File: config.mk
export PLATFORM = sky130hd
export DESIGN_NAME = julian_seconds_to_calendar_date
export DESIGN_NICKNAME = d
export VERILOG_FILES = /design/src/jsc_pkg.sv /design/src/julian_seconds_to_calendar_date.sv
export SDC_FILE = /design/constraint.sdc
export NUM_CORES = 2
export LEC_CHECK = 0
export BUFFER_PORTS_ARGS = -buffer_cell sky130_fd_sc_hd__buf_4
export CAP_MARGIN = 15
export CORE_MARGIN = 5
export CORE_UTILIZATION = 60
export DETAILED_ROUTE_END_ITERATION = 16
export HOLD_SLACK_MARGIN = 0.12
export PLACE_DENSITY = 0.8
export RECOVER_POWER = 50
export SLEW_MARGIN = 40
export SYNTH_ARGS = -nofsm -noshare
export SYNTH_HDL_FRONTEND = slang
export SYNTH_SLANG_ARGS = --single-unit
export TNS_END_PERCENT = 30
File: constraint.sdc
create_clock -name i_clk -period 7.5 [get_ports i_clk]
set_input_delay 1.125 -clock i_clk [delete_from_list [all_inputs] [get_ports i_clk]]
set_output_delay 1.125 -clock i_clk [all_outputs]
set_load 0.01 [all_outputs]
File: src/jsc_pkg.sv
// Constants and types shared by the Julian-seconds to calendar-date converter.
package jsc_pkg;

    // Calendar selector codes.
    localparam logic [1:0] CAL_AUTO   = 2'd0;
    localparam logic [1:0] CAL_GREG   = 2'd1;
    localparam logic [1:0] CAL_JULIAN = 2'd2;

    // Number of register stages from the input beat to the result beat.
    localparam int NSTG = 11;

    // Supported input span and calendar switch point.
    localparam logic signed [39:0] SPAN_LOW    = -40'sd166876632000;
    localparam logic signed [39:0] SPAN_HIGH   = 40'sd275000000000;
    localparam logic signed [40:0] GREG_SWITCH = 41'sd198647467200;
    // Epoch shift plus one extra day, which keeps the rebased time positive.
    localparam logic signed [40:0] EPOCH_BIAS  = 41'sd166876718400;

    // Reciprocal multipliers; each quotient estimate is low by at most one.
    localparam logic [30:0] RCP_675    = 31'd1628906115; // 2^40 / 675
    localparam logic [7:0]  RCP_146097 = 8'd229;         // 2^25 / 146097
    localparam logic [20:0] RCP_7      = 21'd1198372;    // 2^23 / 7
    localparam logic [5:0]  RCP_3600   = 6'd36;          // 2^17 / 3600
    localparam logic [6:0]  RCP_60     = 7'd68;          // 2^12 / 60
    localparam logic [14:0] RCP_1461   = 15'd22966;      // 2^25 / 1461
    localparam logic [3:0]  RCP_153    = 4'd13;          // 2^11 / 153
    localparam logic [5:0]  RCP_5      = 6'd51;          // 2^8 / 5

    typedef struct packed {
        logic        out_of_span;
        logic        used_gregorian;
        logic [2:0]  weekday;
        logic [5:0]  second;
        logic [5:0]  minute;
        logic [4:0]  hour;
        logic [4:0]  day;
        logic [3:0]  month;
        logic [14:0] year;
    } t_date;

endpackage

File: src/julian_seconds_to_calendar_date.sv
// Top level of the Julian-seconds to calendar-date converter pipeline.

// Converts a signed time in seconds from the Julian-day epoch noon, plus the
// time-zone offset register, into a proleptic Julian or Gregorian date with
// weekday and time of day. The pipeline takes one beat per clock while the
// output is not stalled; the depth is set by the chain of constant divisions
// (by 86400, 146097, 1461, 153, 5, 7, 3600 and 60), each done as a reciprocal
// multiply followed by one correction step. Stalls on the output fill empty
// stages first, so the input keeps accepting while results wait. The offset
// register is read by items in flight, so write it only while the pipeline is
// empty.
module julian_seconds_to_calendar_date import jsc_pkg::*; (
    input  logic        i_clk,
    input  logic        i_rst_n,
    input  logic        i_cfg_valid,
    output logic        o_cfg_ready,
    input  logic [16:0] i_cfg_data,     // zone_offset_seconds
    input  logic        s_axis_tvalid,
    output logic        s_axis_tready,
    input  logic [39:0] s_axis_tdata,   // julian_seconds
    input  logic [1:0]  s_axis_tuser,   // calendar_select
    output logic        m_axis_tvalid,
    input  logic        m_axis_tready,
    // year_out[14:0], month_out[18:15], day_out[23:19], hour_out[28:24],
    // minute_out[34:29], second_out[40:35], weekday_out[43:41],
    // used_gregorian[44], out_of_span[45], zero pad[47:46]
    output logic [47:0] m_axis_tdata
);

    logic signed [16:0] r_zone_off;
    logic [NSTG-1:0]    r_vld;
    logic [NSTG-1:0]    en;

    // Stage 0: input capture.
    logic signed [39:0] r0_js;
    logic [1:0]         r0_sel;
    // Stage 1: rebased time.
    logic [38:0] r1_t;
    logic        r1_greg, r1_oos;
    // Stage 2: day estimate.
    logic [22:0] r2_q0;
    logic [31:0] r2_x;
    logic [6:0]  r2_lo;
    logic        r2_greg, r2_oos;
    // Stage 3: day count plus one and time of day.
    logic [22:0] r3_ep;
    logic [16:0] r3_tod;
    logic        r3_greg, r3_oos;
    // Stage 4: estimates for century, weekday and hour.
    logic [22:0] r4_ep;
    logic [24:0] r4_p1;
    logic [7:0]  r4_qg0;
    logic [22:0] r4_w;
    logic [20:0] r4_qw0;
    logic [16:0] r4_tod;
    logic [4:0]  r4_hr0;
    logic        r4_greg, r4_oos;
    // Stage 5
    logic [22:0] r5_ep;
    logic [7:0]  r5_qg;
    logic [2:0]  r5_wd;
    logic [4:0]  r5_hour;
    logic [11:0] r5_rtod;
    logic        r5_greg, r5_oos;
    // Stage 6
    logic [24:0] r6_ee;
    logic [5:0]  r6_mn0;
    logic [11:0] r6_rtod;
    logic [2:0]  r6_wd;
    logic [4:0]  r6_hour;
    logic        r6_greg, r6_oos;
    // Stage 7
    logic [24:0] r7_ee;
    logic [13:0] r7_yq0;
    logic [5:0]  r7_min, r7_sec;
    logic [2:0]  r7_wd;
    logic [4:0]  r7_hour;
    logic        r7_greg, r7_oos;
    // Stage 8
    logic [13:0] r8_yq;
    logic [8:0]  r8_g;
    logic [5:0]  r8_min, r8_sec;
    logic [2:0]  r8_wd;
    logic [4:0]  r8_hour;
    logic        r8_greg, r8_oos;
    // Stage 9
    logic [13:0] r9_yq;
    logic [3:0]  r9_hq;
    logic [7:0]  r9_hr;
    logic [5:0]  r9_min, r9_sec;
    logic [2:0]  r9_wd;
    logic [4:0]  r9_hour;
    logic        r9_greg, r9_oos;
    // Stage 10: result register.
    t_date r10_res;

    // A stage may load when it is empty or when the stage after it loads.
    always_comb begin
        en[NSTG-1] = !r_vld[NSTG-1] || m_axis_tready;
        for (int k = NSTG - 2; k >= 0; k--) begin
            en[k] = !r_vld[k] || en[k+1];
        end
    end

    assign s_axis_tready = en[0];
    assign o_cfg_ready   = 1'b1;
    assign m_axis_tvalid = r_vld[NSTG-1];
    assign m_axis_tdata  = {2'b00, r10_res};

    always_ff @(posedge i_clk) begin
        if (!i_rst_n) begin
            r_zone_off <= '0;
            r_vld      <= '0;
        end else begin
            if (i_cfg_valid) begin
                r_zone_off <= i_cfg_data;
            end
            if (en[0]) begin
                r_vld[0] <= s_axis_tvalid;
            end
            for (int k = 1; k < NSTG; k++) begin
                if (en[k]) begin
                    r_vld[k] <= r_vld[k-1];
                end
            end
        end
    end

    // Stage 1 logic: offset, span check, calendar choice and rebase.
    logic signed [40:0] n1_local;
    logic signed [40:0] n1_t;
    logic               n1_greg;
    always_comb begin
        n1_local = 41'(r0_js) + 41'(r_zone_off);
        n1_t     = n1_local + EPOCH_BIAS;
        unique case (r0_sel)
            CAL_GREG:   n1_greg = 1'b1;
            CAL_JULIAN: n1_greg = 1'b0;
            default:    n1_greg = (n1_local >= GREG_SWITCH);
        endcase
    end

    // Stage 2 logic: divide by 86400 as a shift by 7 and a divide by 675.
    logic [62:0] n2_prod;
    assign n2_prod = 63'(r1_t[38:7]) * 63'(RCP_675);

    // Stage 3 logic: correct the day quotient.
    logic [31:0] n3_r;
    logic        n3_c;
    logic [31:0] n3_rr;
    always_comb begin
        n3_r  = r2_x - 32'(r2_q0) * 32'd675;
        n3_c  = (n3_r >= 32'd675);
        n3_rr = n3_c ? n3_r - 32'd675 : n3_r;
    end

    // Stage 4 logic; the day count is ep - 1.
    logic [24:0] n4_p1;
    logic [32:0] n4_pg;
    logic [22:0] n4_w;
    logic [43:0] n4_pw;
    logic [22:0] n4_ph;
    always_comb begin
        n4_p1 = {r3_ep, 2'b00} + 25'd145549;
        n4_pg = 33'(n4_p1) * 33'(RCP_146097);
        n4_w  = r3_ep + 23'd4;
        n4_pw = 44'(n4_w) * 44'(RCP_7);
        n4_ph = 23'(r3_tod) * 23'(RCP_3600);
    end

    // Stage 5 logic: corrections for century, weekday and hour.
    logic [24:0] n5_rg;
    logic [22:0] n5_rw;
    logic [16:0] n5_rh;
    logic        n5_ch;
    always_comb begin
        n5_rg = r4_p1 - 25'(r4_qg0) * 25'd146097;
        n5_rw = r4_w - 23'(r4_qw0) * 23'd7;
        n5_rh = r4_tod - 17'(r4_hr0) * 17'd3600;
        n5_ch = (n5_rh >= 17'd3600);
    end

    // Stage 6 logic: shifted day count for the four-year cycle and minute estimate.
    logic [9:0]  n6_a3;
    logic [22:0] n6_f;
    logic [17:0] n6_pm;
    always_comb begin
        n6_a3 = 10'(r5_qg) * 10'd3;
        n6_f  = r5_greg ? r5_ep + 23'd1323 + 23'(n6_a3[9:2]) : r5_ep + 23'd1400;
        n6_pm = 18'(r5_rtod) * 18'(RCP_60);
    end

    // Stage 7 logic
    logic [39:0] n7_py;
    logic [11:0] n7_rm;
    logic        n7_cm;
    always_comb begin
        n7_py = 40'(r6_ee) * 40'(RCP_1461);
        n7_rm = r6_rtod - 12'(r6_mn0) * 12'd60;
        n7_cm = (n7_rm >= 12'd60);
    end

    // Stage 8 logic
    logic [24:0] n8_ry;
    logic        n8_cy;
    logic [24:0] n8_ryc;
    always_comb begin
        n8_ry  = r7_ee - 25'(r7_yq0) * 25'd1461;
        n8_cy  = (n8_ry >= 25'd1461);
        n8_ryc = n8_cy ? n8_ry - 25'd1461 : n8_ry;
    end

    // Stage 9 logic: month index and day offset from the day of the year.
    logic [10:0] n9_h;
    logic [14:0] n9_pq;
    logic [10:0] n9_rh;
    logic        n9_c;
    always_comb begin
        n9_h  = 11'(r8_g) * 11'd5 + 11'd2;
        n9_pq = 15'(n9_h) * 15'(RCP_153);
        n9_rh = n9_h - 11'(n9_pq[14:11]) * 11'd153;
        n9_c  = (n9_rh >= 11'd153);
    end

    // Stage 10 logic: day, month, year and the out-of-span blanking.
    logic [15:0] n10_pd;
    logic [7:0]  n10_rd;
    logic [4:0]  n10_day;
    logic [3:0]  n10_mm;
    logic [3:0]  n10_month;
    logic [14:0] n10_year;
    t_date       n10_res;
    always_comb begin
        n10_pd    = 16'(r9_hr) * 16'(RCP_5);
        n10_rd    = r9_hr - 8'(n10_pd[12:8]) * 8'd5;
        n10_day   = n10_pd[12:8] + 5'(n10_rd >= 8'd5) + 5'd1;
        n10_mm    = r9_hq + 4'd2;
        n10_mm    = (n10_mm >= 4'd12) ? n10_mm - 4'd12 : n10_mm;
        n10_month = n10_mm + 4'd1;
        // January and February belong to the following year.
        n10_year  = 15'(r9_yq) - 15'd10004 + 15'(n10_month <= 4'd2);
        if (r9_oos) begin
            n10_res             = '0;
            n10_res.out_of_span = 1'b1;
        end else begin
            n10_res.out_of_span    = 1'b0;
            n10_res.used_gregorian = r9_greg;
            n10_res.weekday        = r9_wd;
            n10_res.second         = r9_sec;
            n10_res.minute         = r9_min;
            n10_res.hour           = r9_hour;
            n10_res.day            = n10_day;
            n10_res.month          = n10_month;
            n10_res.year           = n10_year;
        end
    end

    always_ff @(posedge i_clk) begin
        if (en[0]) begin
            r0_js  <= s_axis_tdata;
            r0_sel <= s_axis_tuser;
        end
        if (en[1]) begin
            r1_t    <= n1_t[38:0];
            r1_greg <= n1_greg;
            r1_oos  <= (r0_js < SPAN_LOW) || (r0_js > SPAN_HIGH);
        end
        if (en[2]) begin
            r2_q0   <= n2_prod[62:40];
            r2_x    <= r1_t[38:7];
            r2_lo   <= r1_t[6:0];
            r2_greg <= r1_greg;
            r2_oos  <= r1_oos;
        end
        if (en[3]) begin
            r3_ep   <= r2_q0 + 23'(n3_c);
            r3_tod  <= {n3_rr[9:0], r2_lo};
            r3_greg <= r2_greg;
            r3_oos  <= r2_oos;
        end
        if (en[4]) begin
            r4_ep   <= r3_ep;
            r4_p1   <= n4_p1;
            r4_qg0  <= n4_pg[32:25];
            r4_w    <= n4_w;
            r4_qw0  <= n4_pw[43:23];
            r4_tod  <= r3_tod;
            r4_hr0  <= n4_ph[21:17];
            r4_greg <= r3_greg;
            r4_oos  <= r3_oos;
        end
        if (en[5]) begin
            r5_ep   <= r4_ep;
            r5_qg   <= r4_qg0 + 8'(n5_rg >= 25'd146097);
            r5_wd   <= (n5_rw >= 23'd7) ? 3'(n5_rw - 23'd7) + 3'd1 : n5_rw[2:0] + 3'd1;
            r5_hour <= r4_hr0 + 5'(n5_ch);
            r5_rtod <= n5_ch ? 12'(n5_rh - 17'd3600) : n5_rh[11:0];
            r5_greg <= r4_greg;
            r5_oos  <= r4_oos;
        end
        if (en[6]) begin
            r6_ee   <= {n6_f, 2'b11};
            r6_mn0  <= n6_pm[17:12];
            r6_rtod <= r5_rtod;
            r6_wd   <= r5_wd;
            r6_hour <= r5_hour;
            r6_greg <= r5_greg;
            r6_oos  <= r5_oos;
        end
        if (en[7]) begin
            r7_ee   <= r6_ee;
            r7_yq0  <= n7_py[38:25];
            r7_min  <= r6_mn0 + 6'(n7_cm);
            r7_sec  <= n7_cm ? 6'(n7_rm - 12'd60) : n7_rm[5:0];
            r7_wd   <= r6_wd;
            r7_hour <= r6_hour;
            r7_greg <= r6_greg;
            r7_oos  <= r6_oos;
        end
        if (en[8]) begin
            r8_yq   <= r7_yq0 + 14'(n8_cy);
            r8_g    <= n8_ryc[10:2];
            r8_min  <= r7_min;
            r8_sec  <= r7_sec;
            r8_wd   <= r7_wd;
            r8_hour <= r7_hour;
            r8_greg <= r7_greg;
            r8_oos  <= r7_oos;
        end
        if (en[9]) begin
            r9_yq   <= r8_yq;
            r9_hq   <= n9_pq[14:11] + 4'(n9_c);
            r9_hr   <= n9_c ? 8'(n9_rh - 11'd153) : n9_rh[7:0];
            r9_min  <= r8_min;
            r9_sec  <= r8_sec;
            r9_wd   <= r8_wd;
            r9_hour <= r8_hour;
            r9_greg <= r8_greg;
            r9_oos  <= r8_oos;
        end
        if (en[10]) begin
            r10_res <= n10_res;
        end
    end

endmodule
==> flow_metrics.py <==
metrics = {
    "yosys": {
        "yosysMostFrequentCell": "inv_1",
        "syn_area_per_cell_um2": 10.7,
        "synth_area_leaders": "edfxtp_1 (25%), fa_1 (22%), ha_1 (22%)",
        "synth_commonest_cells": "inv_1 (1479), ha_1 (1324), fa_1 (833)",
        "synth_area_um2": 74600,
        "yosysUniqueCellTypes": 96,
        "synth-edff-count": 611,
        "ys_async_sr_fraction": 0,
        "syn-instance-count": 6952,
        "synth_top_area_frac": 0.246,
        "synth-seq-cells": 639,
        "synth_top_area_cell": "edfxtp_1",
        "seq_area_frac_synth": 0.253,
        "ys.flop_type": "edfxtp_1",
        "yosys_warnings": 0,
    },
    "route": {
        "ant_nets": 0,
        "num_vias": 51700,
        "routed_wl_mm": 172,
        "first_pass_iters": 6,
        "routed_via_density": 5.72,
        "drc_errors": 0,
        "drt_iter0_markers": 3131,
        "wire_per_inst_um": 19.0,
    },
    "grt": {
        "antenna_found_initial": 1,
        "grt_pass1_vias": 55000,
        "grt_max_degree": 71,
        "grt_pass1_wl_mm": 277,
        "track_usage": 0.259,
        "grt-ovfl-total": 0,
    },
    "sta": {
        "setup_ws_ns": -0.437,
        "finClkSkew_ns": 0.0461,
        "min_period_ns": 7.94,
        "finalHoldViolCount": 0,
        "hold_slack_ns": 0.415,
        "fmax_mhz": 126,
        "slew_viol_final": 299,
        "setup_viol": 19,
        "setup_tns_ns": -4.64,
        "worstMarginPinSlew_ns": 3.22,
        "slew_headroom": -1.14,
        "fin_crit_sh": 1.06,
        "rsz0062_at_grt": "true",
    },
    "floorplan": {
        "num_rows": 129,
        "start_util": 0.603,
        "core_area_um2": 124000,
        "die_area_um2": 131000,
        "chipHeight_um": 363,
        "ioPinCount": 115,
        "die_x_um": 363,
    },
    "hold_path": {
        "min_path_type": "reg2reg",
    },
    "setup_path": {
        "start_kind": "flop",
        "path_class": "reg2reg",
        "arrival_ns": 8.38,
        "cp_slowest_stage_delay_ns": 0.52,
        "crit_top_cell": "ha_1",
        "cp_slowest_cell": "or4_1",
        "cp_max_fo": 3,
        "crit_path_end_kind": "flop",
        "worstPathRequired_ns": 7.95,
    },
    "placement": {
        "dp_hpwl_mm": 140,
        "port_buffers": 111,
        "gp_congestion": 0.959,
        "dpl_cell_area_um2": 78900,
    },
    "clock_network": {
        "clock_sink_count": 639,
        "htree_levels": 3,
        "clock-root-buffer": "clkbuf_16",
        "cts_max_path_buffers": 3,
        "clk_latency_ns": 0.68,
        "cts_tree": "built",
        "clk_pin_slew_worst_paths_ns": 0.06,
        "cts_made_buffers": 73,
    },
    "run_status": {
        "status": "finished, violations left",
        "violations": "max-capacitance violations, max-slew violations, negative setup slack",
    },
    "final_layout": {
        "final_area_um2": 82300,
        "drive_gt1_frac": 0.0797,
        "area_growth_syn_to_layout_pct": 10.3,
        "finalNetCount": 9561,
    },
    "run": {
        "maxCapViolCount": 6,
    },
}
-- critical path: cells and delay by family (launching register included) --
kind,cells,cell delay (ns)
xor+xnor,4,0.92
buf+inv,8,1.00
compound gates,9,1.63
simple gates,4,0.90
fa+ha+maj,9,2.78
flops,1,0.44
-- stage by stage --
stage / instances / utilization / setup slack [ns]
floorplan: 6953 / - / -0.00433
global placement: 8842 / 0.638 / -0.158
detailed placement: 8842 / 0.638 / -0.297
CTS: 8985 / 0.660 / -0.0426
global route: 9036 / 0.665 / -0.648
finish: 9037 / 0.665 / -0.437
-- repair_timing --
item / CTS / global route
buffers inserted: 9 / 51
hold endpoints to repair: 0 / 0
setup endpoints to repair: 27 / 57
pin swaps: 35 / 109
gates resized for setup: 28 / 134
hold buffers: 0 / 0
-- cells in the final DEF (no fill, tap or decap), types with 15 or more instances in the layout --
cell type,netlist,layout
a21oi_1,273,263
a21o_1,122,122
o211ai_1,38,38
nor3_1,95,88
ha_1,1324,1289
nand2_1,232,221
nand2b_1,60,59
inv_1,1479,1463
a2111oi_0,19,15
ha_4,0,23
nor2_1,269,264
and2_1,28,25
o2111ai_1,18,17
o21a_1,60,59
xnor2_1,274,261
and3_1,51,48
xor2_1,120,117
edfxtp_1,611,611
nand3_1,100,99
nor4_1,35,34
a21boi_0,18,17
a31oi_1,37,35
o21bai_1,39,38
nor3b_1,17,15
fa_1,833,821
or3_1,25,25
clkbuf_16,0,73
mux2i_1,49,49
or2_2,20,17
clkbuf_4,0,48
nor2b_1,86,83
buf_4,4,227
a211oi_1,41,40
nand4_1,57,57
o21ai_1,16,16
clkbuf_1,66,113
dfxtp_1,28,27
o21ai_0,155,153
-- state kept, by name, summed over array words and instances, names as in the netlist, 9 cells and up --
signal	flops
r2_q0	23
r4_p1	23
r_vld	11
r2_x	32
r_zone_off	17
r6_rtod	12
r6_ee	23
r8_g	9
r7_yq0	14
r9_yq	14
r1_t	39
r3_ep	23
r4_w	21
r8_yq	14
m_axis_tdata	46
r0_js	40
r5_ep	23
r4_ep	23
r7_ee	23
r4_qw0	21
r5_rtod	12
r4_tod	17
r3_tod	17
-- cell type report --
type,count,area (um2)
flip-flops and latches,639,18900
clock buffers,87,1890
clock inverters,47,573
well taps,1637,2050
multi-input cells,4755,50600
repair buffers,390,2620
inverters,1481,5570
fillers,9162,41400
diodes,1,2.50
-- routing by layer --
metal,GRT usage,share of wire,vias to the layer above
met3,0.0369,0.049,418
met5,0,0.000076,-
met4,0.0817,0.037,2
met1,0.315,0.39,25600
li1,-,-,24300
met2,0.477,0.52,1459
-- cells by family (layout without fill, tap and decap cells) --
logic type	after synthesis	in the layout	synth area share
AOI/OAI and AO/OA	1003	1003	0.0897
DFF	639	639	0.253
other	2	4	0.000101
and+or+nand+nor	1138	1138	0.0773
adders and majority gates	2157	2157	0.446
xor gates and xnor gates	396	396	0.0469
muxes	58	58	0.00793
buffers and inverters	1559	2005	0.0789
-- worst paths after layout --
| kind | start | endpoint | slack, ns | cells past startpoint |
|---|---|---|---|---|
| worst max-delay path | r8_g[4]$_DFFE_PP_ | r9_hq[1]$_DFFE_PP_ | -0.44 | 34 |
| worst min-delay path | r6_wd[2]$_DFFE_PP_ | r7_wd[2]$_DFFE_PP_ | 0.41 | 0 |
| worst max register to register | r8_g[4]$_DFFE_PP_ | r9_hq[1]$_DFFE_PP_ | -0.44 | 34 |
| worst min register to register | r6_wd[2]$_DFFE_PP_ | r7_wd[2]$_DFFE_PP_ | 0.41 | 0 |
Power is not shown: default switching activity piles up to over one toggle a cycle in this logic, so the estimate is an artifact.
